===== config.mk =====
export PLATFORM = sky130hd
export DESIGN_NAME = sfce_fifo
export DESIGN_NICKNAME = d
export VERILOG_FILES = /design/src/hdl/sfce_pkg.sv /design/src/hdl/sfce_fifo.sv
export SDC_FILE = /design/constraint.sdc
export NUM_CORES = 1
export LEC_CHECK = 0
export BUFFER_PORTS_ARGS = -buffer_cell sky130_fd_sc_hd__buf_2
export CAP_MARGIN = 30
export CORE_MARGIN = 4
export CORE_UTILIZATION = 54
export DETAILED_ROUTE_END_ITERATION = 10
export PLACE_DENSITY = 0.76
export SETUP_SLACK_MARGIN = 0.2
export SYNTH_ARGS = -nofsm -noshare
export SYNTH_HDL_FRONTEND = slang
export SYNTH_SLANG_ARGS = --single-unit

===== constraint.sdc =====
create_clock -name clk_i -period 2.7 [get_ports clk_i]
set_clock_uncertainty 0.15 [all_clocks]
set_input_delay 0.54 -clock clk_i [delete_from_list [all_inputs] [get_ports clk_i]]
set_output_delay 0.54 -clock clk_i [all_outputs]
set_load 0.05 [all_outputs]

===== src/hdl/sfce_pkg.sv =====
// ----------------------------------------------------------------------------
// sfce_pkg
// Shared constants and types of the serial flash command engine.
// ----------------------------------------------------------------------------
package sfce_pkg;

  localparam int unsigned STORE_ADDR_BITS = 20;
  localparam int unsigned STORE_DEPTH     = 1 << STORE_ADDR_BITS;
  localparam int unsigned FIFO_DEPTH      = 4;
  localparam int unsigned FIFO_PTR_W      = $clog2(FIFO_DEPTH);

  localparam logic [7:0] CMD_IDENT   = 8'h08;
  localparam logic [7:0] CMD_NOP     = 8'h00;
  localparam logic [7:0] CMD_READ    = 8'h03;
  localparam logic [7:0] CMD_WRITE   = 8'h0A;
  localparam logic [7:0] CMD_PROG    = 8'h02;
  localparam logic [7:0] CMD_WRDI    = 8'h04;
  localparam logic [7:0] CMD_RDSR    = 8'h05;
  localparam logic [7:0] CMD_WREN    = 8'h06;
  localparam logic [7:0] IDENT_REPLY = 8'hAA;
  localparam logic [7:0] WEL_MASK    = 8'h02;
  localparam logic [7:0] ERASED_BYTE = 8'hFF;

  typedef enum logic [1:0] {
    OP_CONST = 2'd0,
    OP_READ  = 2'd1,
    OP_WRITE = 2'd2,
    OP_PROG  = 2'd3
  } op_kind_e;

  typedef struct packed {
    op_kind_e                   kind;
    logic [STORE_ADDR_BITS-1:0] addr;
    logic [7:0]                 data;
  } sfce_op_t;

  typedef struct packed {
    logic full;
    logic empty;
  } fifo_status_t;

endpackage


===== src/hdl/sfce_fifo.sv =====
// ----------------------------------------------------------------------------
// sfce_fifo
// Short operation queue between the decoder and the store engine.
// ----------------------------------------------------------------------------
module sfce_fifo (
  input  logic                   clk_i,
  input  logic                   rst_ni,
  input  logic                   push_i,
  input  sfce_pkg::sfce_op_t     push_op_i,
  input  logic                   pop_i,
  output sfce_pkg::sfce_op_t     head_o,
  output sfce_pkg::fifo_status_t status_o
);
  import sfce_pkg::*;

  sfce_op_t              entry_q [FIFO_DEPTH];
  logic [FIFO_PTR_W-1:0] wptr_q, rptr_q;
  logic [FIFO_PTR_W:0]   cnt_q;

  assign head_o         = entry_q[rptr_q];
  assign status_o.full  = (cnt_q == FIFO_DEPTH[FIFO_PTR_W:0]);
  assign status_o.empty = (cnt_q == '0);

  always_ff @(posedge clk_i) begin
    if (push_i) begin
      entry_q[wptr_q] <= push_op_i;
    end
  end

  always_ff @(posedge clk_i or negedge rst_ni) begin
    if (!rst_ni) begin
      wptr_q <= '0;
      rptr_q <= '0;
      cnt_q  <= '0;
    end else begin
      if (push_i) begin
        wptr_q <= wptr_q + 1'b1;
      end
      if (pop_i) begin
        rptr_q <= rptr_q + 1'b1;
      end
      if (push_i && !pop_i) begin
        cnt_q <= cnt_q + 1'b1;
      end else if (pop_i && !push_i) begin
        cnt_q <= cnt_q - 1'b1;
      end
    end
  end

endmodule


* Word level (Yosys, flattened, before mapping)
Memory sizes are Yosys's and may differ from the RTL's.
Cells that the tools add are included.
** Word-level totals
- Flip-flop bits (word level) :: 7
- Latch bits :: 0
- Memory bits (writable) :: 120
- Memory bits (read-only) :: 0
- Input bits :: 34
- Output and inout port bits :: 32
- Word-level logic and storage cells :: 19
- Memories kept :: 1
** Memory list
- entry_q :: depth 4, bits a word 30, read ports 1, clocked after memory_dff 0, wr ports 1, line sfce_fifo.sv:16 : sfce_op_t entry_q [FIFO_DEPTH];
** Operators by class
- Add/subtract/negate cells :: 4
- Multiply operators :: 0
- Divide/modulo/power cells :: 0
- Magnitude comparators :: 0
- Equality and inequality tests :: 1
- Shift operators :: 0
- Mux-type cells :: 4
- Bitwise logic cells :: 0
- Reduce and logical (&&, ||, !) cells :: 6
** Operators with widths (number)
- $mux 3 :: 2
- $add 2x1->2 const B :: 2
- $add 3x1->3 const B :: 1
- $eq 3x3->1 const B :: 1
- $logic_not 3->1 :: 1
- $sub 3x1->3 const B :: 1
- $logic_and 1x1->1 :: 2
- $logic_not 1->1 :: 2
- $mux 1 :: 2
- $reduce_bool 2->1 :: 1

* Logic depth before layout (Yosys ltp)
- Depth in word-level cells :: 4
- Mapped depth :: 7
- Gate-level depth less buffers :: 7

* Worst setup path after synthesis
No wires, ideal clock.
- Kind :: register to output
- Start point :: register cnt_q[0]
- End point :: output port status_o[1] (netlist bit)
- Arrival :: 1.599 ns
- Data required time :: 2.010 ns
- Slack :: 0.411 ns
- Cell stages (with the launch flop) :: 2
- Buffers on the path :: 0
- Path through :: dfrtp_1 > nor3b_1
** RTL lines
- from (decl) :: line sfce_fifo.sv:18 : logic [FIFO_PTR_W:0] cnt_q;
- from (signal assigned) :: line sfce_fifo.sv:43 : cnt_q <= cnt_q + 1'b1;
- from (signal assigned) :: line sfce_fifo.sv:45 : cnt_q <= cnt_q - 1'b1;
- to (decl) :: line sfce_fifo.sv:12 : output sfce_pkg::fifo_status_t status_o

==> summary.txt <==
Setup path
  • WS Path Type: reg -> out
  • Crit path launch type: flop
  • Worst setup EP type: output pin
  • Worst R2R Path Depth: 4
  • FF-to-FF setup slack: 980 ps
  • Critical Path AT: a little under 2000 ps
  • Worst reg2reg startpoint: wptr_q[1]$_DFFE_PN0P_
  • Critical path peak fanout: 5
  • Critical Path RT: ~2000 ps
  • Reg2reg end: entry_q[1][29]$_DFFE_PP_

Clocking
  • TritonCTS Sinks: about 130
  • H-tree levels: 4
  • CTS Buf Count: 17
  • Worst-Skew Late Latency: 510 ps
  • Clock Tree Buf Depth: 2
  • CTS tree: yes
  • Root Driver: clkbuf_8
  • Reg clk slew, reported paths: 50 ps

Final layout
  • Fill cell count: 512
  • Nets: 327
  • Fin util: 71.28%
  • Final cell count without fillers: 408
  • Diode count: 0
  • Layout cells sized above 1: 48.67%
  • P&R area growth vs syn: 29.24%

Outcome
  • Status: completed

Hold path
  • Hold path startpoint: push_op_i[23]
  • Worst Hold Depth: 1
  • Worst Hold Path EP: entry_q[0][23]$_DFFE_PP_
  • Class of the worst hold path: in -> reg

Floorplanning
  • Row cnt: 34
  • Initial core utilization: 55.16%
  • Die width: 101.9 um
  • DIE AREA: 0.01039 mm^2
  • I/O pin count: 66
  • Die Ht: 101.9 um
  • Core area: approximately 0.0086 mm^2

Logic synthesis
  • Mapped Nets: 231
  • Yosys cell types: 19
  • Top FF cell, synth: edfxtp_1
  • Syn. warnings: 0
  • Sequential area share after synthesis: 79.33%
  • Share of the synthesized area in the top cell type: 75.65%
  • Cells after Synth: 191
  • Syn Area/Cell: 24.94 um^2
  • Ys async rst share: 5.512%
  • Area leader, netlist: edfxtp_1
  • Yosys reg bits: approximately 130
  • Cell Area, Synth: 0.004763 mm^2
  • Synth top cells by count: edfxtp_1, mux4_2, dfrtp_1
  • Post-synth EDFFs: 120
  • Most common cell in the netlist: edfxtp_1
  • Area contributors post-synth: edfxtp_1, mux4_2, dfrtp_1

Timing
  • Fin crit share: 97.58%
  • F_max: 379.6 MHz
  • Setup TNS: 0 ps
  • Slew headroom: a little over two thirds
  • Tmin final: 2635 ps
  • Final setup viols: 0
  • RSZ-0062 raised after global routing: true
  • Actual slew at the worst max-slew pin: 456.2 ps
  • Hold Fails Final Rpt: 0
  • Worst hold margin: 95.40 ps
  • Worst setup slack after layout: 65.45 ps
  • Fin. max-slew vios: 0

Pwr
  • Sw Ratio: 34.68%
  • Power Internal: 0.005412 W
  • Worst vdd ir: approximately 700 uV
  • Pwr dens: 1346 mW/mm^2
  • Sw Pwr: 0.002874 W
  • Clock network power share: 25.9%
  • Combinational share of power: 41.1%
  • Pleak: 2.210 nW
  • Sequential share of power: 33.0%

Placed design
  • Place WS: a little over 400 ps
  • Placed Cells: 365
  • Post-DP HPWL: 4740 um
  • Port bufs: 65
  • Gpl congestion: 0.7028

Run
  • Max cap viols: 0

Routing
  • Pre-antenna DRT Iters: 4
  • DR DRC count: 0
  • Routed Antenna Nets: 0
  • DR WL/cell: 20.94 um
  • Vias per std cell: 5.456
  • DR vias: 2226
  • Starting DRC count in detailed routing: 167
  • Total wire length: between 8000 and 9000 um

Global routing
  • GRT Total Usage: ~18%
  • Largest net degree at the start of global routing: 31
  • Initial antenna violation count: 0
  • Global-route wire length before repair: 12940 um
  • Global route overflow: 0
  • Vias in the first global route: 2368
[per-layer routing]
layer | share of wire [%] | GRT usage (%) | vias up
met5 | 0 | 0 | -
met4 | 3.2 | 9.183 | 0
met3 | 6.0 | 6.962 | 23
met2 | 52 | 28.62 | 75
met1 | 39 | 21.17 | 1137
li1 | - | - | 991
[cell families (layout without fill, tap and decap cells)]
| group | Yosys count | count (layout) | share of synthesized area [%] |
|---|---|---|---|
| AO/OA/AOI/OAI | 1 | 1 | 0.1050 |
| multiplexers | 31 | 31 | 14.58 |
| flip-flops | 127 | 127 | 79.33 |
| AND/OR/NAND/NOR | 9 | 9 | 1.024 |
| adder cells (fa/ha/maj) | 6 | 6 | 1.734 |
| buffers and inverters | 11 | 120 | 2.128 |
| XOR/XNOR | 6 | 6 | 1.103 |
[cells in the final DEF, fill, tap and decap left out, drive strengths merged]
cell type and n:
xnor2 2, nor3 1, edfxtp 120, o21ai 1, clkinvlp 4, and2 4, bufinv 3, nand2 2
buf 81, dfrtp 7, mux2 1, nor3b 1, mux4 30, clkbuf 21, fa 1, dlygate4sd3 1
nor2 1, ha 5, xor2 4, clkinv 6, inv 4
[state kept, by name (all words and copies together) (netlist names)]
name,count
rptr_q,2
cnt_q,3
entry_q,120
wptr_q,2
[worst max path at each step]
stage                          start     endpoint
2_1_floorplan   cnt_q[0]$_DFFE_PN0P_  status_o[1]
3_3_place_gp   rptr_q[0]$_DFFE_PN0P_    head_o[2]
3_5_place_dp   rptr_q[0]$_DFFE_PN0P_   head_o[19]
4_1_cts        rptr_q[0]$_DFFE_PN0P_   head_o[10]
5_1_grt        rptr_q[0]$_DFFE_PN0P_   head_o[14]
6_report       rptr_q[0]$_DFFE_PN0P_   head_o[28]
[power by group through the flow]
| stage | clock network, W | logic, W | registers (W) |
|---|---|---|---|
| 2_1_floorplan | 0 | 0.00222 | 0.00271 |
| 3_3_place_gp | 0 | 0.00269 | 0.00278 |
| 3_5_place_dp | 0 | 0.00270 | 0.00280 |
| 4_1_cts | 0.00219 | 0.00304 | 0.00275 |
| 5_1_grt | 0.00230 | 0.00357 | 0.00277 |
| 6_report | 0.00214 | 0.00341 | 0.00273 |
[worst max-delay path: stages (launching register included)]
cell and delay [ps]:
dfrtp_4 510, buf_12 150, buf_4 150, mux4_2 450, buf_6 170
[what timing repair did]
action | CTS | global route
setup endpoints to repair | 30 | 30
setup buffers | 4 | 4
pin swaps | 0 | 0
cloned | 0 | 2
hold buffers | 1 | 0
resized for setup | 38 | 32
endpoints found under the hold margin | 7 | 0
[per-stage QoR]
step / total power, W / cell area [um^2]
after floorplan: 0.004930 / 4763
after global placement: 0.005468 / 5254
after detailed placement: 0.005497 / 5254
after CTS: 0.007980 / 5966
after global routing: 0.008643 / 6156
final: 0.008286 / 6156
[cell type report]
type	count	area (um^2)	area share [%]
Timing Repair Buffer	84	774.5	12.58
Tap cell	108	135.1	2.195
Clock inverter	13	146.4	2.378
Sequential cell	127	3782	61.44
Clock buffer	19	421.7	6.850
Multi-Input combinational cell	53	880.8	14.31
Inverter	4	15.01	0.2439
Power figures use the tool's default switching activity.
