==> config.mk <==
export PLATFORM = sky130hd
export DESIGN_NAME = sfce_back
export DESIGN_NICKNAME = d
export VERILOG_FILES = /design/src/hdl/sfce_pkg.sv /design/src/hdl/sfce_back.sv
export SDC_FILE = /design/constraint.sdc
export NUM_CORES = 1
export LEC_CHECK = 0
export ABC_CLOCK_PERIOD_IN_PS = 2100
export BUFFER_PORTS_ARGS = -buffer_cell sky130_fd_sc_hd__buf_4
export CAP_MARGIN = 20
export CORE_UTILIZATION = 40
export CTS_CLUSTER_DIAMETER = 40
export DETAILED_ROUTE_END_ITERATION = 12
export PLACE_DENSITY = 0.75
export SETUP_SLACK_MARGIN = 0.4
export SLEW_MARGIN = 5
export SYNTH_ARGS = -nofsm -noshare
export SYNTH_HDL_FRONTEND = slang
export SYNTH_SLANG_ARGS = --single-unit
==> constraint.sdc <==
create_clock -name clk_i -period 2.1 [get_ports clk_i]
set_clock_uncertainty 0.2 [all_clocks]
set_input_delay 0.42 -clock clk_i [delete_from_list [all_inputs] [get_ports clk_i]]
set_output_delay 0.42 -clock clk_i [all_outputs]
set_load 0.1 [all_outputs]
==> src/hdl/sfce_pkg.sv <==
// ----------------------------------------------------------------------------
// sfce_pkg
// Shared constants and types of the serial flash command engine.
// ----------------------------------------------------------------------------
package sfce_pkg;

  localparam int unsigned STORE_ADDR_BITS = 20;
  localparam int unsigned STORE_DEPTH     = 1 << STORE_ADDR_BITS;
  localparam int unsigned FIFO_DEPTH      = 4;
  localparam int unsigned FIFO_PTR_W      = $clog2(FIFO_DEPTH);

  localparam logic [7:0] CMD_IDENT   = 8'h08;
  localparam logic [7:0] CMD_NOP     = 8'h00;
  localparam logic [7:0] CMD_READ    = 8'h03;
  localparam logic [7:0] CMD_WRITE   = 8'h0A;
  localparam logic [7:0] CMD_PROG    = 8'h02;
  localparam logic [7:0] CMD_WRDI    = 8'h04;
  localparam logic [7:0] CMD_RDSR    = 8'h05;
  localparam logic [7:0] CMD_WREN    = 8'h06;
  localparam logic [7:0] IDENT_REPLY = 8'hAA;
  localparam logic [7:0] WEL_MASK    = 8'h02;
  localparam logic [7:0] ERASED_BYTE = 8'hFF;

  typedef enum logic [1:0] {
    OP_CONST = 2'd0,
    OP_READ  = 2'd1,
    OP_WRITE = 2'd2,
    OP_PROG  = 2'd3
  } op_kind_e;

  typedef struct packed {
    op_kind_e                   kind;
    logic [STORE_ADDR_BITS-1:0] addr;
    logic [7:0]                 data;
  } sfce_op_t;

  typedef struct packed {
    logic full;
    logic empty;
  } fifo_status_t;

endpackage

==> src/hdl/sfce_back.sv <==
// ----------------------------------------------------------------------------
// sfce_back
// Store engine: erases the store after reset, then carries out queued
// operations in order and drives the output word register.
// ----------------------------------------------------------------------------
module sfce_back (
  input  logic                            clk_i,
  input  logic                            rst_ni,
  input  sfce_pkg::sfce_op_t              head_i,
  input  sfce_pkg::fifo_status_t          fifo_status_i,
  output logic                            pop_o,
  output logic                            clr_done_o,
  output logic                            ram_we_o,
  output logic [sfce_pkg::STORE_ADDR_BITS-1:0] ram_waddr_o,
  output logic [7:0]                      ram_wdata_o,
  output logic                            ram_re_o,
  output logic [sfce_pkg::STORE_ADDR_BITS-1:0] ram_raddr_o,
  input  logic [7:0]                      ram_rdata_i,
  output logic                            out_valid_o,
  input  logic                            out_ready_i,
  output logic [7:0]                      data_out_o
);
  import sfce_pkg::*;

  typedef enum logic [1:0] {
    ST_CLEAR   = 2'd0,
    ST_IDLE    = 2'd1,
    ST_RD_WAIT = 2'd2,
    ST_PG_WAIT = 2'd3
  } state_e;

  state_e                     state_q;
  logic [STORE_ADDR_BITS-1:0] clr_q;
  logic [STORE_ADDR_BITS-1:0] pend_addr_q;
  logic [7:0]                 pend_data_q;
  logic                       out_valid_q;
  logic [7:0]                 out_data_q;
  logic [7:0]                 out_data_d;
  logic                       out_load;
  logic                       out_free;

  assign out_free    = !out_valid_q || out_ready_i;
  assign pop_o       = (state_q == ST_IDLE) && !fifo_status_i.empty && out_free;
  assign clr_done_o  = (state_q != ST_CLEAR);
  assign ram_re_o    = pop_o && ((head_i.kind == OP_READ) || (head_i.kind == OP_PROG));
  assign ram_raddr_o = head_i.addr;
  assign out_valid_o = out_valid_q;
  assign data_out_o  = out_data_q;

  always_comb begin
    ram_we_o    = 1'b0;
    ram_waddr_o = head_i.addr;
    ram_wdata_o = head_i.data;
    out_load    = 1'b0;
    out_data_d  = 8'h00;
    case (state_q)
      ST_CLEAR: begin
        ram_we_o    = 1'b1;
        ram_waddr_o = clr_q;
        ram_wdata_o = ERASED_BYTE;
      end
      ST_IDLE: begin
        ram_we_o = pop_o && (head_i.kind == OP_WRITE);
        out_load = pop_o && ((head_i.kind == OP_WRITE) || (head_i.kind == OP_CONST));
        if (head_i.kind == OP_CONST) begin
          out_data_d = head_i.data;
        end
      end
      ST_RD_WAIT: begin
        out_load   = out_free;
        out_data_d = ram_rdata_i;
      end
      ST_PG_WAIT: begin
        ram_we_o    = out_free;
        ram_waddr_o = pend_addr_q;
        ram_wdata_o = ram_rdata_i & pend_data_q;
        out_load    = out_free;
      end
      default: ;
    endcase
  end

  always_ff @(posedge clk_i or negedge rst_ni) begin
    if (!rst_ni) begin
      state_q     <= ST_CLEAR;
      clr_q       <= '0;
      out_valid_q <= 1'b0;
      out_data_q  <= 8'h00;
      pend_addr_q <= '0;
      pend_data_q <= 8'h00;
    end else begin
      if (out_load) begin
        out_valid_q <= 1'b1;
        out_data_q  <= out_data_d;
      end else if (out_ready_i) begin
        out_valid_q <= 1'b0;
      end
      case (state_q)
        ST_CLEAR: begin
          clr_q <= clr_q + 1'b1;
          if (clr_q == '1) begin
            state_q <= ST_IDLE;
          end
        end
        ST_IDLE: begin
          if (pop_o) begin
            pend_addr_q <= head_i.addr;
            pend_data_q <= head_i.data;
            case (head_i.kind)
              OP_READ: state_q <= ST_RD_WAIT;
              OP_PROG: state_q <= ST_PG_WAIT;
              default: ;
            endcase
          end
        end
        ST_RD_WAIT: begin
          if (out_free) begin
            state_q <= ST_IDLE;
          end
        end
        default: begin
          if (out_free) begin
            state_q <= ST_IDLE;
          end
        end
      endcase
    end
  end

endmodule

======== After elaboration in Yosys (flattened, before gate mapping) ========
Cells that the tools add are included.
operators by class
  reductions and logical operators ........ 18
  bitwise logic cells ..................... 1
  muxes and demuxes ....................... 13
  add/sub/neg operators ................... 1
  eq/ne operators ......................... 10
operators with widths
  kind                                                                     number
  20-bit one-hot mux with 2 select lines                                   1
  8-bit one-hot mux with 2 select lines                                    2
  20-bit by 1-bit adder with 20-bit output, second input constant          1
  20-bit equality test, second input constant                              1
  8-bit bitwise AND                                                        1
  2-bit equality test, second input constant                               4
  8-bit 2-to-1 mux                                                         1
  2-bit one-hot mux with 2 select lines                                    2
  2-bit 2-to-1 mux                                                         3
  1-bit logical AND                                                        5
  2-bit by 1-bit equality test with 1-bit output, second input constant    2
  2-bit logical NOT                                                        2
  2-bit inequality test, second input constant                             2
  4-bit AND reduction                                                      1
  2-bit nonzero test                                                       2
  1-bit logical OR                                                         3
  3-bit by 1-bit inequality test with 1-bit output, second input constant  1
  1-bit one-hot mux with 3 select lines                                    1
  3-bit nonzero test                                                       1
  1-bit logical NOT                                                        2
  1-bit 2-to-1 mux                                                         2
  1-bit one-hot mux with 2 select lines                                    1
  2-bit AND reduction                                                      1
  2-bit OR reduction                                                       1
storage, ports and cells
  logic and storage cells ................. 49
  bits of input ports ..................... 43
  output and inout port bits .............. 61
  flip-flop bits (word level) ............. 59

======== Logic depth before layout (Yosys ltp) ========
Gate-level depths: netlist of run 1.
  depth after elaboration ................. 6
  mapped depth ............................ 9
  mapped depth without buffers ............ 7

======== Least setup slack after synthesis of run 1 ========
No wires, ideal clock.
  kind .................................... reg2out
  from .................................... register state_q[0]
  to ...................................... output port ram_waddr_o[19] (netlist name)
  stages on the path, launching flop included .. 7
  slack ................................... -2.012 ns
  required time ........................... 1.480 ns
  path buffers ............................ 2
  data arrival time ....................... 3.492 ns
  cell sequence ........................... dfrtp_1 > inv_1 > ha_1 > clkbuf_1 > clkbuf_1 > a22oi_1 > o21ai_0
on the way
  cells in the longest elaborated chain, start to end .. 2
  elaborated cells between the ends (all ways) .. 3
  classes of those cells .................. eq/ne (1); mux (1); reduce/logical (1)
ends and longest elaborated chain
  item                                                      line              source
  start: declaration                                        sfce_back.sv:32   state_e state_q;
  start signal: assignment                                  sfce_back.sv:85   state_q <= ST_CLEAR;
  start signal: assignment                                  sfce_back.sv:102  state_q <= ST_IDLE;
  start signal: assignment                                  sfce_back.sv:110  OP_READ: state_q <= ST_RD_WAIT;
  2-bit equality test or 2-bit logical NOT (tied branches)  sfce_back.sv:56   case (state_q)
  20-bit one-hot mux with 2 select lines *                  sfce_back.sv:56
  end: declaration                                          sfce_back.sv:14   output logic [sfce_pkg::STORE_ADDR_BITS-1:0] ram_waddr_o,
Every way passes the cells marked *; elsewhere a longest branch is shown, timed or not.

======== Worst setup path after layout of run 1 ========
  from .................................... register state_q[0]
  to ...................................... output port ram_waddr_o[8] (netlist name)
Same word-level chain as after synthesis.

==> results of run 1 <==
[sequential cells by signal (all words and copies together) (netlist names)]
register and cells:
pend_addr_q 20, state_q 2, pend_data_q 8, out_valid_o 1
data_out_o 8, clr_q 20
[per-layer routing]
layer	up-vias	share of wire	GRT usage
met2	155	0.52	0.476
li1	1445	-	-
met3	32	0.054	0.0361
met4	0	0.031	0.120
met5	-	0	0
met1	1690	0.39	0.332
[cells by family after synthesis]
kind of cell / share of synthesized area
and+or+nand+nor: 0.136
AOI/OAI and AO/OA: 0.154
DFF: 0.452
buffers and inverters: 0.0771
muxes: 0.110
xor gates and xnor gates: 0.0483
adders and majority gates: 0.0230
[worst register-to-register path, cell delays in order (launching register included)]
cell       delay [ps]
dfrtp_2           420
buf_4             140
ha_2              180
buf_4             150
and2_4            140
buf_4             130
buf_8             130
bufbuf_16         280
mux2_4            300
[cells in the mapped netlist, types with 6 or more instances]
cell type / instances
a31oi_1: 8
a22oi_1: 21
clkbuf_1: 11
buf_4: 21
a22o_1: 8
mux2_2: 29
ha_1: 6
nand2_1: 54
xor2_1: 8
nor2_1: 13
xnor2_1: 10
dfrtp_1: 59
o21ai_0: 35
[worst max-delay path by stage]
stage / slack (ps) / cells past startpoint / startpoint / to
after floorplan: -300 / 4 / out_valid_o / ram_we_o
after global placement: -10 / 6 / state_q[1] / ram_we_o
after detailed placement: -30 / 6 / state_q[1] / ram_we_o
after CTS: -290 / 6 / state_q[0] / ram_wdata_o[3]
after global routing: -380 / 6 / state_q[0] / ram_waddr_o[8]
final: -340 / 6 / state_q[0] / ram_waddr_o[8]
[timing repair]
item                                   CTS  global route
setup buffers                           14            16
setup endpoints to repair               81            86
cloned                                   5             3
pin swaps                               11            10
resized for setup                      169            42
hold buffers                             1             0
endpoints found under the hold margin   34             0
[per-stage QoR]
| step | util | cells | hold slack, ps | cell area [um2] | setup TNS, ps |
|---|---|---|---|---|---|
| global placement | 0.621 | 531 | 198 | 4850 | -10.2 |
| CTS | 0.762 | 567 | 127 | 5950 | -7160 |
| floorplan | - | 330 | -75.6 | 3990 | -4880 |
| detailed placement | 0.621 | 531 | 212 | 4850 | -287 |
| finish | 0.817 | 586 | 120 | 6380 | -10740 |
| global route | 0.817 | 586 | 110 | 6380 | -12560 |
[cell usage in the layout, fill, tap and decap left out, types with 3 or more instances in the layout]
cell type  Yosys  layout
buf_4         21     114
dfrtp_1       59      54
buf_12         0      44
nand2_1       54      39
mux2_4         0      29
o21ai_4        0      28
a22oi_2        0      21
buf_6          0      11
clkbuf_8       0      10
nand2_2        1       8
a22o_1         8       8
o21ai_1        1       8
xor2_1         8       8
a31oi_2        0       7
nand2_4        0       7
nor2_1        13       6
xnor2_2        0       6
nand4_1        5       5
nor2_4         0       5
xnor2_1       10       4
dfrtp_2        0       4
ha_4           0       3
clkinv_2       0       3
clkbuf_16      0       3
[cell type report]
class,instances,area (um2)
inverter,5,25.0
sequential,59,1490
multi-input combinational,226,2480
clock buffer,11,141
tap,102,128
timing repair buffer,178,2060
fill,389,1430
clock inverter,5,52.6
==> qor.txt, run 1 <==
routed wire length - 13.2 mm
Vias/cell - 5.67
DIE AREA - 8520 um2
gr usage total - 0.272
mapped cell area - 3260 um2
sequential share of the synthesized area - 0.452
row count - 32
fmax - 409 MHz
initial core utilization - 0.418
failing checks - negative setup slack
Ports - 104
crit-path max FO - 13
initial antenna violation count - 0
Die W - 92.3 um
DRT antenna net count - 0
count of input and output buffers - 102
Final Hold Fails - 0
Residual DRC - 0
placer's final routability congestion estimate - 0.840
hpwl dp - 6.46 mm
post-route minimum period - 2440 ps
Clock Tree Buf Depth - 2
Critical Path Start Type - register
largest net degree at the start of global routing - 37
Top cell by count, worst path - buf_12
Async SR Flop Fraction - 1.00
Ant. Diodes - 0
Synth cell types - 37
CP top delay family - buffers and inverters
number of global-route vias before repair - 3474
Worst Path Class, Setup - reg -> out
slowest library cell on the worst path - dfrtp_2
CP Buf/Inv Count - 4
dpl ws - -27.4 ps
Wirelength per Cell - 22.5 um
unrepaired setup endpoints after global routing - yes
DR pass1 iterations - 4
fraction of layout cells with a size suffix above 1 - 0.702
Max-Cap Viols - 0
clock root cell - clkbuf_8
die height - 92.3 um
Avg Cell Area, Syn - 9.89 um2
status - finished with violations
syn nets - 379
crit-path cells - inv_2 -> ha_4 -> buf_12 -> buf_16 -> o21ai_4 -> buf_12
top cells by area, synth - dfrtp_1, mux2_2, nand2_1, o21ai_0, a22oi_1
Worst R2R Path Depth - 8
CTS Sinks - 59
Post-synth EDFFs - 0
Area Growth Syn to Fin - 95.5%
# nets final - 528
WHS Endpoint - pend_data_q[2]
min-delay worst type - in -> reg
WP data required - 1480 ps
Worst-Margin Slew - 480 ps
count of state elements after synthesis - 59
hold depth - 2
Setup violations, final - 49
end of the worst register-to-register path - pend_addr_q[17]
min-delay src - head_i[2]
Reg clk slew, reported paths - 70 ps
Worst path max stage delay - 420 ps
Cells after Synth - 330
Post-synth top flop - dfrtp_1
reg2reg start - state_q[0]
CTS tree - done
DR iter-0 viols - 204
global-route wire length before repair - 17.7 mm
share of the synthesized area in the top cell type - 0.452
Num CTS Buffers - 9
Yosys top cell by area - dfrtp_1
Final Max Tran Viols - 0
fin crit share - 1.16
core area - 7810 um2
via count - 3322
Final WS setup - -344 ps
CP arrival - 1820 ps
grt ovf - 0
Setup crit end kind - output pin
CTS H-tree depth - 3
setup slack, reg-to-reg - -100 ps
Syn. warnings - 0
Slew headroom - 0.680
Clk Latency, worst-skew pair - 350 ps
Power of run 1 is left out: the tool's default activity adds up to more than one toggle a clock period on the data nets, which glitch-free logic cannot reach.
==> inputs of run 2 (changes only) <==
ABC_CLOCK_PERIOD_IN_PS = 2590   (was 2100)
PLACE_DENSITY = 0.72   (was 0.75)
clock period = 2.59 ns   (was 2.1 ns; I/O delays follow)
==> qor.txt, run 2 (synthesis results as in run 1) <==
status - complete, no violations
Num CTS Buffers - 9
reg2reg start - state_q[1]
die height - 92.3 um
DIE AREA - 8520 um2
fmax - 397 MHz
Worst R2R Path Depth - 10
initial antenna violation count - 0
DR pass1 iterations - 4
fraction of layout cells with a size suffix above 1 - 0.589
setup TNS after final layout - 0 ps
Reg clk slew, reported paths - 70 ps
slowest library cell on the worst path - dfrtp_2
Residual DRC - 0
biggest regs - clr_q (20), pend_addr_q (20)
Setup violations, final - 0
CP Buf/Inv Count - 3
clock root cell - clkbuf_8
setup slack, reg-to-reg - 380 ps
Setup crit end kind - output pin
dpl ws - 166 ps
CP arrival - 1800 ps
min-delay worst type - in -> reg
Ant. Diodes - 0
non-filler instance count after layout - 542
fin crit share - 0.971
row count - 32
commonest non-fill, non-tap cell in the layout - buf_4
Ports - 104
Wirelength per Cell - 17.0 um
Worst path max stage delay - 430 ps
core area - 7810 um2
CTS Sinks - 59
final core occ - 0.700
WP data required - 1870 ps
placer's final routability congestion estimate - 0.773
gr usage total - 0.236
count of input and output buffers - 102
Critical Path Start Type - register
via count - 2888
Final Hold Fails - 0
Area Growth Syn to Fin - 67.5%
Worst-Margin Slew - 606 ps
post-route minimum period - 2520 ps
crit-path cells - inv_4 -> ha_4 -> buf_4 -> a31oi_1 -> o21ai_4 -> buf_12
CTS tree - done
hold depth - 2
initial core utilization - 0.418
Clock Tree Buf Depth - 2
most frequent cells in the layout - buf_4, nand2_1, dfrtp_1, buf_12, mux2_2
Vias/cell - 5.33
routed wire length - 9.20 mm
Final Max Tran Viols - 0
global-route wire length before repair - 15.3 mm
DR iter-0 viols - 58
min-delay src - head_i[16]
crit-path max FO - 8
CP top delay family - flip-flops
number of global-route vias before repair - 3021
Clk Latency, worst-skew pair - 340 ps
Inst Count DP - 506
hpwl dp - 5.85 mm
WHS Endpoint - pend_addr_q[8]
unrepaired setup endpoints after global routing - yes
Die W - 92.3 um
Final WS setup - 74.1 ps
# nets final - 485
largest net degree at the start of global routing - 60
Slew headroom - 0.594
CTS H-tree depth - 3
grt ovf - 0
Worst Path Class, Setup - reg -> out
Max-Cap Viols - 0
end of the worst register-to-register path - clr_q[9]
DRT antenna net count - 0
[run 2: cell count changes in the layout (fill, tap and decap cells not counted), moves of 9 or more]
cell     before  now
buf_4       114   89
nand2_1      39   54
mux2_4       29    0
a22oi_2      21   12
a22oi_1       0    9
mux2_2        1   29
[run 2: worst max-delay path by stage]
stage | startpoint | end | slack, ps | cells past startpoint
2_1_floorplan | out_valid_o | ram_we_o | 90 | 4
3_3_place_gp | state_q[1] | ram_we_o | 220 | 6
3_5_place_dp | state_q[1] | ram_we_o | 170 | 6
4_1_cts | state_q[1] | ram_wdata_o[7] | 60 | 6
5_1_grt | state_q[1] | ram_waddr_o[17] | 7 | 6
6_report | state_q[1] | ram_wdata_o[4] | 70 | 6
[run 2: layout make-up]
| class | instances | area (um2) |
|---|---|---|
| multi-input cells | 226 | 2060 |
| fillers | 570 | 2340 |
| repair buffers | 135 | 1560 |
| clock buffers | 11 | 151 |
| well taps | 102 | 128 |
| inverters | 5 | 27.5 |
| flip-flops and latches | 59 | 1490 |
| clock inverters | 4 | 50.0 |
[run 2: through the flow]
stage / hold slack [ps] / instance area, um2
finish: 223 / 5470
global route: 211 / 5470
CTS: 213 / 5350
detailed placement: 272 / 4530
global placement: 268 / 4530
floorplan: 22.4 / 3860
[run 2: timing repair]
item | in CTS | in global routing
pin swaps | 3 | 4
buffers inserted | 10 | 8
hold buffers | 1 | 0
gates cloned | 2 | 0
endpoints found under the hold margin | 59 | 0
resized for setup | 114 | 16
endpoints found under the setup margin | 32 | 48
[run 2: metal layers]
metal	up-vias	GRT usage	wire [um]
met3	10	0.0558	536
met5	-	0	0
met4	0	0.0820	113
met2	100	0.406	4760
li1	1356	-	-
met1	1422	0.287	3800
Power of run 2 is left out for the same reason.
