`src/hdl/sfce_pkg.sv`:
```
// ----------------------------------------------------------------------------
// sfce_pkg
// Shared constants and types of the serial flash command engine.
// ----------------------------------------------------------------------------
package sfce_pkg;

  localparam int unsigned STORE_ADDR_BITS = 20;
  localparam int unsigned STORE_DEPTH     = 1 << STORE_ADDR_BITS;
  localparam int unsigned FIFO_DEPTH      = 4;
  localparam int unsigned FIFO_PTR_W      = $clog2(FIFO_DEPTH);

  localparam logic [7:0] CMD_IDENT   = 8'h08;
  localparam logic [7:0] CMD_NOP     = 8'h00;
  localparam logic [7:0] CMD_READ    = 8'h03;
  localparam logic [7:0] CMD_WRITE   = 8'h0A;
  localparam logic [7:0] CMD_PROG    = 8'h02;
  localparam logic [7:0] CMD_WRDI    = 8'h04;
  localparam logic [7:0] CMD_RDSR    = 8'h05;
  localparam logic [7:0] CMD_WREN    = 8'h06;
  localparam logic [7:0] IDENT_REPLY = 8'hAA;
  localparam logic [7:0] WEL_MASK    = 8'h02;
  localparam logic [7:0] ERASED_BYTE = 8'hFF;

  typedef enum logic [1:0] {
    OP_CONST = 2'd0,
    OP_READ  = 2'd1,
    OP_WRITE = 2'd2,
    OP_PROG  = 2'd3
  } op_kind_e;

  typedef struct packed {
    op_kind_e                   kind;
    logic [STORE_ADDR_BITS-1:0] addr;
    logic [7:0]                 data;
  } sfce_op_t;

  typedef struct packed {
    logic full;
    logic empty;
  } fifo_status_t;

endpackage

```
`src/hdl/sfce_front.sv`:
```
// ----------------------------------------------------------------------------
// sfce_front
// Command decoder: tracks mode, address and status, and turns each
// incoming word into one store operation for the back end.
// ----------------------------------------------------------------------------
module sfce_front (
  input  logic                    clk_i,
  input  logic                    rst_ni,
  input  logic                    in_valid_i,
  output logic                    in_ready_o,
  input  logic                    op_i,
  input  logic [7:0]              data_in_i,
  input  logic                    clr_done_i,
  input  sfce_pkg::fifo_status_t  fifo_status_i,
  output logic                    push_o,
  output sfce_pkg::sfce_op_t      push_op_o
);
  import sfce_pkg::*;

  typedef enum logic [2:0] {
    MODE_WAIT   = 3'd0,
    MODE_ADDR   = 3'd1,
    MODE_READ   = 3'd2,
    MODE_WRITE  = 3'd3,
    MODE_PROG   = 3'd4,
    MODE_STATUS = 3'd5
  } mode_e;

  mode_e       mode_q, mode_d;
  mode_e       after_q, after_d;
  logic [1:0]  cnt_q, cnt_d;
  logic [1:0]  cnt_eff;
  logic [23:0] addr_q, addr_d;
  logic [7:0]  status_q, status_d;
  sfce_op_t    op;

  assign in_ready_o = clr_done_i && !fifo_status_i.full;
  assign push_o     = in_valid_i && in_ready_o;
  assign push_op_o  = op;
  assign cnt_eff    = (cnt_q == 2'd3) ? 2'd0 : cnt_q;

  always_comb begin
    mode_d   = mode_q;
    after_d  = after_q;
    cnt_d    = cnt_q;
    addr_d   = addr_q;
    status_d = status_q;
    op.kind  = OP_CONST;
    op.addr  = addr_q[STORE_ADDR_BITS-1:0];
    op.data  = 8'h00;
    if (op_i) begin
      mode_d = MODE_WAIT;
    end else begin
      case (mode_q)
        MODE_ADDR: begin
          case (cnt_eff)
            2'd0:    addr_d[23:16] = data_in_i;
            2'd1:    addr_d[15:8]  = data_in_i;
            default: addr_d[7:0]   = data_in_i;
          endcase
          if (cnt_eff == 2'd2) begin
            cnt_d  = 2'd0;
            mode_d = after_q;
          end else begin
            cnt_d = cnt_eff + 2'd1;
          end
        end
        MODE_READ: begin
          op.kind = OP_READ;
          addr_d  = addr_q + 24'd1;
        end
        MODE_WRITE: begin
          op.kind = OP_WRITE;
          op.data = data_in_i;
          addr_d  = addr_q + 24'd1;
        end
        MODE_PROG: begin
          op.kind = OP_PROG;
          op.data = data_in_i;
          addr_d  = addr_q + 24'd1;
        end
        MODE_STATUS: begin
          op.data = status_q;
        end
        default: begin
          case (data_in_i)
            CMD_IDENT: op.data = IDENT_REPLY;
            CMD_READ: begin
              mode_d  = MODE_ADDR;
              after_d = MODE_READ;
            end
            CMD_WRITE: begin
              mode_d  = MODE_ADDR;
              after_d = MODE_WRITE;
            end
            CMD_PROG: begin
              mode_d  = MODE_ADDR;
              after_d = MODE_PROG;
            end
            CMD_WRDI: begin
              status_d = status_q & ~WEL_MASK;
              mode_d   = MODE_WAIT;
            end
            CMD_RDSR: mode_d = MODE_STATUS;
            CMD_WREN: begin
              status_d = status_q | WEL_MASK;
              mode_d   = MODE_WAIT;
            end
            default: ;
          endcase
        end
      endcase
    end
  end

  always_ff @(posedge clk_i or negedge rst_ni) begin
    if (!rst_ni) begin
      mode_q   <= MODE_WAIT;
      after_q  <= MODE_WAIT;
      cnt_q    <= 2'd0;
      addr_q   <= 24'd0;
      status_q <= 8'h00;
    end else if (push_o) begin
      mode_q   <= mode_d;
      after_q  <= after_d;
      cnt_q    <= cnt_d;
      addr_q   <= addr_d;
      status_q <= status_d;
    end
  end

endmodule

```
`config.mk`:
```
export PLATFORM = sky130hd
export DESIGN_NAME = sfce_front
export DESIGN_NICKNAME = d
export VERILOG_FILES = /design/src/hdl/sfce_pkg.sv /design/src/hdl/sfce_front.sv
export SDC_FILE = /design/constraint.sdc
export NUM_CORES = 1
export LEC_CHECK = 0
export ABC_AREA = 1
export BUFFER_PORTS_ARGS = -buffer_cell sky130_fd_sc_hd__buf_2
export CORE_ASPECT_RATIO = 1.2
export CORE_UTILIZATION = 45
export CTS_BUF_LIST = sky130_fd_sc_hd__clkbuf_8 sky130_fd_sc_hd__clkbuf_16
export DETAILED_ROUTE_END_ITERATION = 7
export PLACE_DENSITY = 0.67
export SKIP_CTS_REPAIR_TIMING = 1
export SLEW_MARGIN = 10
export SYNTH_ARGS = -nofsm -noshare
export SYNTH_HDL_FRONTEND = slang
export SYNTH_SLANG_ARGS = --single-unit
```
`constraint.sdc`:
```
create_clock -name clk_i -period 3.3 [get_ports clk_i]
set_clock_uncertainty 0.05 [all_clocks]
set_input_delay 0.825 -clock clk_i [delete_from_list [all_inputs] [get_ports clk_i]]
set_output_delay 0.825 -clock clk_i [all_outputs]
set_load 0.01 [all_outputs]
```
After elaboration in Yosys (flattened, before gate mapping)
Cells that the tools add are included.
W data, S select, Z words.
Cells by class
  reductions and logical operators: 23
  bitwise operators: 2
  $add $sub $neg: 2
  equality and inequality tests: 20
  muxes and demuxes: 17
Operator list (number)
  $pmux W24 S2: 1
  $mux W8: 5
  $add A24 B1 Y24 const B: 1
  $eq A8 B3 Y1 const B: 3
  $pmux W8 S3: 1
  $reduce_and A4 Y1: 6
  $pmux W3 S3: 2
  $eq A8 B2 Y1 const B: 2
  $eq A8 B4 Y1 const B: 2
  $reduce_or A2 Y1: 4
  $eq A3 B2 Y1 const B: 2
  $eq A3 B3 Y1 const B: 2
  $mux W2: 3
  $mux W3: 2
  $ne A2 B1 Y1 const B: 3
  $pmux W2 S3: 1
  $pmux W3 S2: 1
  $reduce_or A3 Y1: 2
  $reduce_bool A5 Y1: 1
  $reduce_or A5 Y1: 1
  $eq A2 B2 Y1 const B: 2
  $pmux W2 S2: 1
  $reduce_bool A2 Y1: 2
  $reduce_or A4 Y1: 1
  11 further kinds: 13
Word-level totals
  logic and storage cells: 71
  input port bits: 15
  bits in registers: 33
  output and inout port bits: 32

Logic depth before layout (Yosys ltp)
Gate-level depths: netlist of the first run.
  word-level depth: 6
  gate-level depth with buffers: 10

Least setup slack after synthesis of the first run
No wires, ideal clock.
  path type: input-to-output
  start: input data_in_i[6]
  end: output push_op_o[3] in the netlist's numbering
  data required time: 2.425 ns
  path slack: 0.873 ns
  cell stages on the path: 5
  data arrival time: 1.552 ns
  cells stage by stage: nor2_1 nand3_1 nor2_1 o21ai_0 a21oi_1
RTL lines
  start: declaration: RTL line sfce_front.sv:12  | input logic [7:0] data_in_i,
  end: declaration: RTL line sfce_front.sv:16  | output sfce_pkg::sfce_op_t push_op_o

==> key figures, run 1 <==
Synth
  – #FFs+latches synth: 29
  – Async S/R FF share, synth: 100%
  – Synth warn: 0
  – Avg Cell Area, Syn: 6.14 um2
  – Synth Cell Area: 2330 um2
  – Mapped Nets: 399
  – Commonest register cell after synthesis: dfrtp_1
  – Seq/Total Area, Yosys: 31.2%
  – Number of synthesized flops with an enable pin: 0
  – Syn Inst Count: 379
  – Netlist cell types: 31

STA
  – Max-slew headroom: 52.8%
  – Slew @ Worst Pin: 708 ps
  – Final setup fails: 0
  – Worst hold slack: 476 ps
  – Peak Freq: 0.367 GHz
  – Post-route minimum period: 2730 ps
  – RSZ-0062 raised after global routing: no
  – Final Cycle Share: 82.6%
  – Pins Over Slew Limit: 0
  – TNS Setup: 0 ps
  – Final Hold Fails: 0
  – Setup WS post-layout: 574 ps

Global route
  – First-pass GRT wire length: 10500 um
  – Number of global-route vias before repair: 2344
  – Initial antenna violation count: 0
  – Pin count of the biggest net entering global routing: 30
  – Tot GR Track Use: 25.7%
  – Gr ovfl total: 0

Cells and area
  – Most frequent cells in the layout: nand2_1 (139), nor2_1 (53), inv_1 (51), buf_2 (45), dfrtp_1 (29)
  – Most common cell after layout, fill and taps aside: nand2_1
  – Final Core Density: 55.0%
  – Final Instance Area: 2720 um2
  – Synth-to-layout area growth: 16.8%
  – Share of post-route cells with drive strength above 1: 18.1%
  – Ant. Diodes: 0
  – Final nets: 450

Floorplanning
  – Io pins: 47
  – Die footprint: 5470 um2
  – Die H: 80.8 um
  – DIE WIDTH: 67.7 um
  – Initial Utilization: 47.1%
  – CORE AREA: 4940 um2
  – Site row count: 28

Pwr
  – Worst VDD drop: 0.000249 V
  – Clk pwr share: 17.5%
  – Sequential power share: 34.7%
  – NetSw: 922 uW
  – Switching share of power: 47.8%
  – Combinational power share: 47.7%
  – P per Cell Area: 710 nW/um2
  – Internal power: 1010 uW
  – Leakage: 0.00153 uW

Place
  – DP Area: 2620 um2
  – Setup slack at placement: 567 ps
  – GPL Wtd Cong: 0.887
  – Input/output buffers: 45
  – Dpl hpwl: 4880 um

Critical path
  – Crit Path Max Fanout: 5
  – Slowest stage delay, CP: 170 ps
  – Top cell family by delay on the critical path: simple AND/OR/NAND/NOR gates
  – Worst path bufs/invs: 2
  – CP arrival: 1850 ps
  – Critical path endpoint category: output port
  – CP Launch Type: primary input
  – WS Path Type: primary input to output port
  – Req. time, crit path: 2420 ps
  – CP max-delay cell: nand3_1
  – Critical Path, Cell by Cell: buf_2, nor2_1, nand3_1, nor2_1, o21ai_0, a21oi_1, buf_2
  – Worst reg2reg setup slack: 1470 ps

Routing
  – Pre-Repair DR Iteration Count: 4
  – Vias per cell: 5.10
  – Starting DRT DRC Count: 174
  – Via Count: 2505
  – Final wirelength: 6470 um
  – DRC violations left: 0
  – DRT antenna net count: 0
  – Drt wl/cell: 13.2 um

Clock network
  – H-tree Lvls: 2
  – Sink Count: 29
  – Clk root buf: clkbuf_8
  – Clock Latency Late Sink: 280 ps
  – Worst-path clk slew: 70 ps
  – TritonCTS clock tree: built
  – Clock Path Buffers: 2
  – CTS Buf Count: 5

Min path
  – Worst hold-check path type: register to register

Run
  – MaxCap Viol Count: 0

Outcome
  – Status: completed
[metrics by stage]
step	total power (uW)	instances
6_report	1930	491
5_1_grt	2110	491
4_1_cts	1930	491
3_5_place_dp	1590	483
3_3_place_gp	1570	483
2_1_floorplan	1280	379
[worst register-to-register path, delay by kind of cell (launching register included)]
kind | cells | cell delay (ps)
AND/OR/NAND/NOR | 7 | 900
flip-flops | 1 | 450
buffers and inverters | 2 | 250
AO/OA/AOI/OAI | 1 | 90
[cell families after synthesis]
| logic type | count (synthesis) | share of synthesized area [%] |
|---|---|---|
| simple gates | 248 | 46.9 |
| flops | 29 | 31.2 |
| compound gates | 39 | 9.14 |
| fa+ha+maj | 5 | 2.69 |
| xor+xnor | 1 | 0.376 |
| buf+inv | 57 | 9.78 |
[sequential cells by signal (all words and copies together) (netlist names)]
signal    cells
after_q       3
cnt_q         2
mode_q        3
addr_q       20
status_q      1
[cell type report]
type                       instances  area, um2
sequential                        29        726
multi-input combinational        293       1380
clock inverter                     1       5.00
timing repair buffer              46        233
clock buffer                       7       96.3
fill                             506       2220
tap                               60       75.1
inverter                          55        209
[routing by layer]
layer  part of all wire (%)  track usage, %
met1                     42            29.8
met2                     49            45.2
met3                    4.7            3.09
met4                    3.6            13.4
met5                      0               0
[power groups by stage]
stage | Sequential [uW] | Clock (uW) | Combinational [uW]
final | 670 | 339 | 921
after global routing | 692 | 360 | 1060
after CTS | 665 | 343 | 924
after detailed placement | 669 | 0 | 919
after global placement | 665 | 0 | 907
after floorplan | 686 | 0 | 593
[synthesized netlist by cell type (2+ instances only)]
master | number | area, um2
nand2_1 | 139 | 522
nor2_1 | 53 | 199
inv_1 | 51 | 191
dfrtp_1 | 29 | 726
nand3_1 | 27 | 135
o21ai_0 | 19 | 95.1
a21oi_1 | 12 | 60.1
nor2_2 | 6 | 37.5
ha_1 | 5 | 62.6
nand2_2 | 4 | 25.0
inv_2 | 3 | 11.3
nand4_1 | 3 | 18.8
nor2_4 | 3 | 33.8
or2_0 | 3 | 18.8
a21boi_1 | 2 | 15.0
nand2_4 | 2 | 22.5
nor3_1 | 2 | 10.0
o21ai_1 | 2 | 10.0
o21ai_2 | 2 | 17.5
[final timing paths]
kind                                         start                       to  cells past startpoint
max in group asynchronous                   rst_ni   after_q[0]$_DFFE_PN0P_                      1
setup reg to reg             mode_q[2]$_DFFE_PN0P_   addr_q[10]$_DFFE_PN0P_                     10
min in group asynchronous                   rst_ni    addr_q[5]$_DFFE_PN0P_                      1
hold / removal             status_q[1]$_DFFE_PN0P_  status_q[1]$_DFFE_PN0P_                      2
setup / recovery                      data_in_i[6]             push_op_o[7]                      7
hold reg to reg            status_q[1]$_DFFE_PN0P_  status_q[1]$_DFFE_PN0P_                      2
No activity file was read; power rests on OpenSTA's default activity.
==> run 2, diff against run 1 <==
PLACE_DENSITY = 0.7   (was 0.67)
clock period = 2.5 ns   (was 3.3 ns; I/O delays follow)
==> run 2 against run 1 <==
First-iteration DRC count decreased by 5.2%. Power increased by 31%. Highest routed layer unchanged. Global-route usage decreased by 0.92 points. Sequential share of layout area decreased by 0.073 points.
==> key figures, run 2 (synthesis gave the netlist of run 1 again) <==
Cells and area
  – Most frequent cells in the layout: nand2_1 (139), nor2_1 (53), inv_1 (51), buf_2 (45), dfrtp_1 (29)
  – Ant. Diodes: 0
  – Max reg flops: 20
  – Final Core Density: 55.2%
  – Most common cell after layout, fill and taps aside: nand2_1
  – Final nets: 451
  – Fill cell count: 529
  – Synth-to-layout area growth: 17.1%
  – Reg with most FFs: addr_q
  – Share of post-route cells with drive strength above 1: 18.3%
  – Regs by FF count: addr_q (20), after_q (3), mode_q (3)
  – Final Instance Area: 2730 um2

Outcome
  – Status: completed

Critical path
  – Cells on worst reg2reg path: 10
  – Critical path endpoint category: output port
  – RR Endpoint: addr_q[10]$_DFFE_PN0P_
  – Worst r2r src: mode_q[2]$_DFFE_PN0P_
  – WS Path Type: register to output port
  – CP Launch Type: register
  – Crit Path Max Fanout: 5
  – Req. time, crit path: 1820 ps
  – CP arrival: 1690 ps
  – Worst reg2reg setup slack: 750 ps

Floorplanning
  – Io pins: 47
  – Site row count: 28
  – Die H: 80.8 um
  – Die footprint: 5470 um2
  – CORE AREA: 4940 um2
  – DIE WIDTH: 67.7 um
  – Initial Utilization: 47.1%

Pwr
  – P per Cell Area: 928 nW/um2
  – Worst VDD drop: 0.000428 V
  – Total chip power: 2530 uW
  – Leakage: 0.00153 uW

Clock network
  – Clock Path Buffers: 2
  – Clk root buf: clkbuf_8
  – CTS Buf Count: 5
  – TritonCTS clock tree: built
  – H-tree Lvls: 2
  – Sink Count: 29
  – Worst-path clk slew: 70 ps
  – Clock Latency Late Sink: 290 ps

STA
  – Setup WS post-layout: 140 ps
  – Final setup fails: 0
  – RSZ-0062 raised after global routing: no
  – TNS Setup: 0 ps
  – Final Cycle Share: 94.4%
  – Pins Over Slew Limit: 0
  – Final Hold Fails: 0
  – Slew @ Worst Pin: 694 ps
  – Peak Freq: 0.424 GHz
  – Post-route minimum period: 2360 ps
  – Max-slew headroom: 53.7%

Min path
  – Worst hold-check path type: primary input to asynchronous set/reset pin

Global route
  – Number of global-route vias before repair: 2243
  – Pin count of the biggest net entering global routing: 30
  – Tot GR Track Use: 24.8%
  – First-pass GRT wire length: 10000 um
  – Gr ovfl total: 0
  – Initial antenna violation count: 0

Place
  – GPL Wtd Cong: 0.891
  – Input/output buffers: 45
  – Dpl hpwl: 4730 um
  – Setup slack at placement: 237 ps
  – DP Area: 2630 um2

Routing
  – Vias per cell: 5.07
  – Starting DRT DRC Count: 165
  – DRC violations left: 0
  – Pre-Repair DR Iteration Count: 4
  – Via Count: 2496
  – Drt wl/cell: 12.3 um
  – Final wirelength: 6040 um
  – DRT antenna net count: 0

Run
  – MaxCap Viol Count: 0
run 2: changes by cell type in the layout (fill, tap and decap cells not counted), sizes merged:
| cell | change |
|---|---|
| buf | +1 |
run 2: worst max-delay path by stage:
stage | from | end
after CTS | mode_q[1]$_DFFE_PN0P_ | push_op_o[1]
final | mode_q[0]$_DFFE_PN0P_ | push_op_o[5]
after floorplan | data_in_i[6] | push_op_o[3]
after global routing | mode_q[1]$_DFFE_PN0P_ | push_op_o[1]
after global placement | data_in_i[6] | push_op_o[3]
after detailed placement | data_in_i[3] | push_op_o[1]
run 2: routing by layer:
metal	part of all wire (%)	vias to the layer above	GRT usage, %
met5	0	-	0
met4	2.7	0	10.2
met3	4.9	13	3.93
met2	50	82	43.5
met1	43	1125	29.4
li1	-	1276	-
run 2: metrics by stage:
step / hold slack (ps) / std cells
6_report: 325 / 492
4_1_cts: 345 / 492
2_1_floorplan: 279 / 379
3_3_place_gp: 446 / 484
3_5_place_dp: 441 / 484
5_1_grt: 383 / 492
run 2: worst max-delay path, stage by stage, from the launching register on:
cell and delay, ps:
dfrtp_1 440, nand2_1 140, inv_1 80, nor2_4 130, o21ai_2 110, or2_0 240, a21oi_1 120, buf_2 140
run 2: power breakdown:
part / switching, uW / total, uW / leakage (uW) / internal (uW)
Clock: 194 / 443 / 0.0000542 / 249
Sequential: 233 / 879 / 0.000355 / 646
Combinational: 769 / 1210 / 0.00112 / 438
run 2: area by class of cell:
type	instances	area (um2)	area share [%]
inverter	55	209	7.66
clock inverter	1	5.00	0.184
multi-input combinational	293	1380	50.4
clock buffer	7	96.3	3.53
timing repair buffer	47	240	8.81
tap	60	75.1	2.75
sequential	29	726	26.6
==> run 3, diff against run 2 <==
CORE_UTILIZATION = 50   (was 45)
PLACE_DENSITY = 0.77   (was 0.7)
==> run 3 against run 2 <==
Maximum frequency up 0.35%. Clock power down 10%. Combinational power about the same. Highest routed layer unchanged. Largest cell class unchanged. Register-to-register slack worse by 60 ps. Clock-buffer cell count down 1. Flip-flop and latch count unchanged. Die area down 9.7%.
==> key figures, run 3 (synthesis gave the netlist of run 1 again) <==
Global route
  – Pin count of the biggest net entering global routing: 30
  – Number of global-route vias before repair: 2308
  – Tot GR Track Use: 27.2%
  – Initial antenna violation count: 0
  – First-pass GRT wire length: 10500 um
  – Gr ovfl total: 0

Floorplanning
  – Die H: 76.8 um
  – Die footprint: 4930 um2
  – Io pins: 47
  – CORE AREA: 4360 um2
  – Initial Utilization: 53.4%
  – DIE WIDTH: 64.3 um
  – Site row count: 26

STA
  – Post-route minimum period: 2350 ps
  – TNS Setup: 0 ps
  – Final Hold Fails: 0
  – Pins Over Slew Limit: 0
  – Peak Freq: 0.425 GHz
  – Final Cycle Share: 94.1%
  – RSZ-0062 raised after global routing: no
  – Slew @ Worst Pin: 674 ps
  – Max-slew headroom: 55.1%
  – Final setup fails: 0

Pwr
  – Worst VDD drop: 0.000495 V
  – Leakage: 0.00153 uW
  – P per Cell Area: 919 nW/um2

Cells and area
  – Final nets: 451
  – Final Instance Area: 2710 um2
  – Reg with most FFs: addr_q
  – Synth-to-layout area growth: 16.2%
  – Max reg flops: 20
  – Most common cell after layout, fill and taps aside: nand2_1
  – Register Area: 726 um2
  – Regs by FF count: addr_q (20), after_q (3), mode_q (3)
  – Multi-input logic area: 1380 um2
  – Ant. Diodes: 0
  – Share of post-route cells with drive strength above 1: 17.9%
  – Fill cell count: 443
  – Most frequent cells in the layout: nand2_1 (139), nor2_1 (53), inv_1 (52), buf_2 (45), dfrtp_1 (29)

Critical path
  – Req. time, crit path: 1820 ps
  – CP arrival: 1680 ps
  – Crit Path Max Fanout: 5
  – CP Launch Type: register
  – Critical path endpoint category: output port
  – WS Path Type: register to output port

Min path
  – Worst hold-check path type: primary input to asynchronous set/reset pin

Clock network
  – Clock Path Buffers: 2
  – TritonCTS clock tree: built
  – Clock Latency Late Sink: 280 ps
  – Clk root buf: clkbuf_8
  – H-tree Lvls: 2
  – Sink Count: 29
  – CTS Buf Count: 5
  – Worst-path clk slew: 70 ps

Routing
  – Drt wl/cell: 12.6 um
  – Via Count: 2520
  – Vias per cell: 5.17
  – DRT antenna net count: 0
  – Final wirelength: 6110 um
  – Pre-Repair DR Iteration Count: 4
  – Starting DRT DRC Count: 178
  – DRC violations left: 0

Outcome
  – Status: completed

Run
  – MaxCap Viol Count: 0

Place
  – Dpl hpwl: 4740 um
  – Input/output buffers: 45
  – DP Area: 2620 um2
  – GPL Wtd Cong: 0.893
-- run 3: changes by cell type in the layout (fill, tap and decap cells not counted), sizes merged --
cell	before	now
clkinv	1	0
inv	55	56
clkbuf	7	6
-- run 3: critical path, cell delays in order, from the launching register on --
cell and delay, ps:
dfrtp_1 450, nand2_1 140, inv_1 80, nor2_4 120, o21ai_2 100, or2_0 240
a21oi_1 120, buf_2 140
-- run 3: metrics by stage --
stage                     total power, uW  utilization (%)  setup WS, ps  std cells  hold slack (ps)
after floorplan                      1690                -           473        379              279
after global placement               2060             60.1           240        480              440
after detailed placement             2090             60.1           212        480              444
after CTS                            2490             62.1          40.6        487              359
after global routing                 2720             62.1          14.0        487              381
final                                2490             62.1           148        487              327
-- run 3: layout make-up --
type / count / area share [%]
Multi-Input combinational cell: 293 / 50.8
Sequential cell: 29 / 26.8
Timing Repair Buffer: 47 / 8.88
Inverter: 55 / 7.72
Clock buffer: 6 / 3.05
Tap cell: 56 / 2.59
Clock inverter: 1 / 0.139
-- run 3: routing by layer --
layer  share of wire (%)  GRT usage, %  up-vias  wire length, um
met1                  42          31.9     1139             2560
met3                 5.5          4.61       14              335
met5                   0             0        -                0
li1                    -             -     1275                -
met4                 3.0          11.1        0              183
met2                  50          48.0       92             3030
-- run 3: where the power goes --
| part | switching [uW] | internal, uW |
|---|---|---|
| Combinational | 774 | 440 |
| Clock | 183 | 214 |
| Sequential | 231 | 646 |
| Total | 1190 | 1300 |
-- run 3: path summary, 6_finish.rpt --
path | from | to | slack [ps] | cells past startpoint
max | mode_q[2]$_DFFE_PN0P_ | push_op_o[5] | 150 | 7
min | rst_ni | addr_q[9]$_DFFE_PN0P_ | 330 | 1
max reg2reg | mode_q[2]$_DFFE_PN0P_ | addr_q[10]$_DFFE_PN0P_ | 690 | 10
min reg2reg | status_q[1]$_DFFE_PN0P_ | status_q[1]$_DFFE_PN0P_ | 460 | 2
max in group asynchronous | rst_ni | after_q[1]$_DFFE_PN0P_ | 1640 | 1
min in group clk_i | status_q[1]$_DFFE_PN0P_ | status_q[1]$_DFFE_PN0P_ | 460 | 2
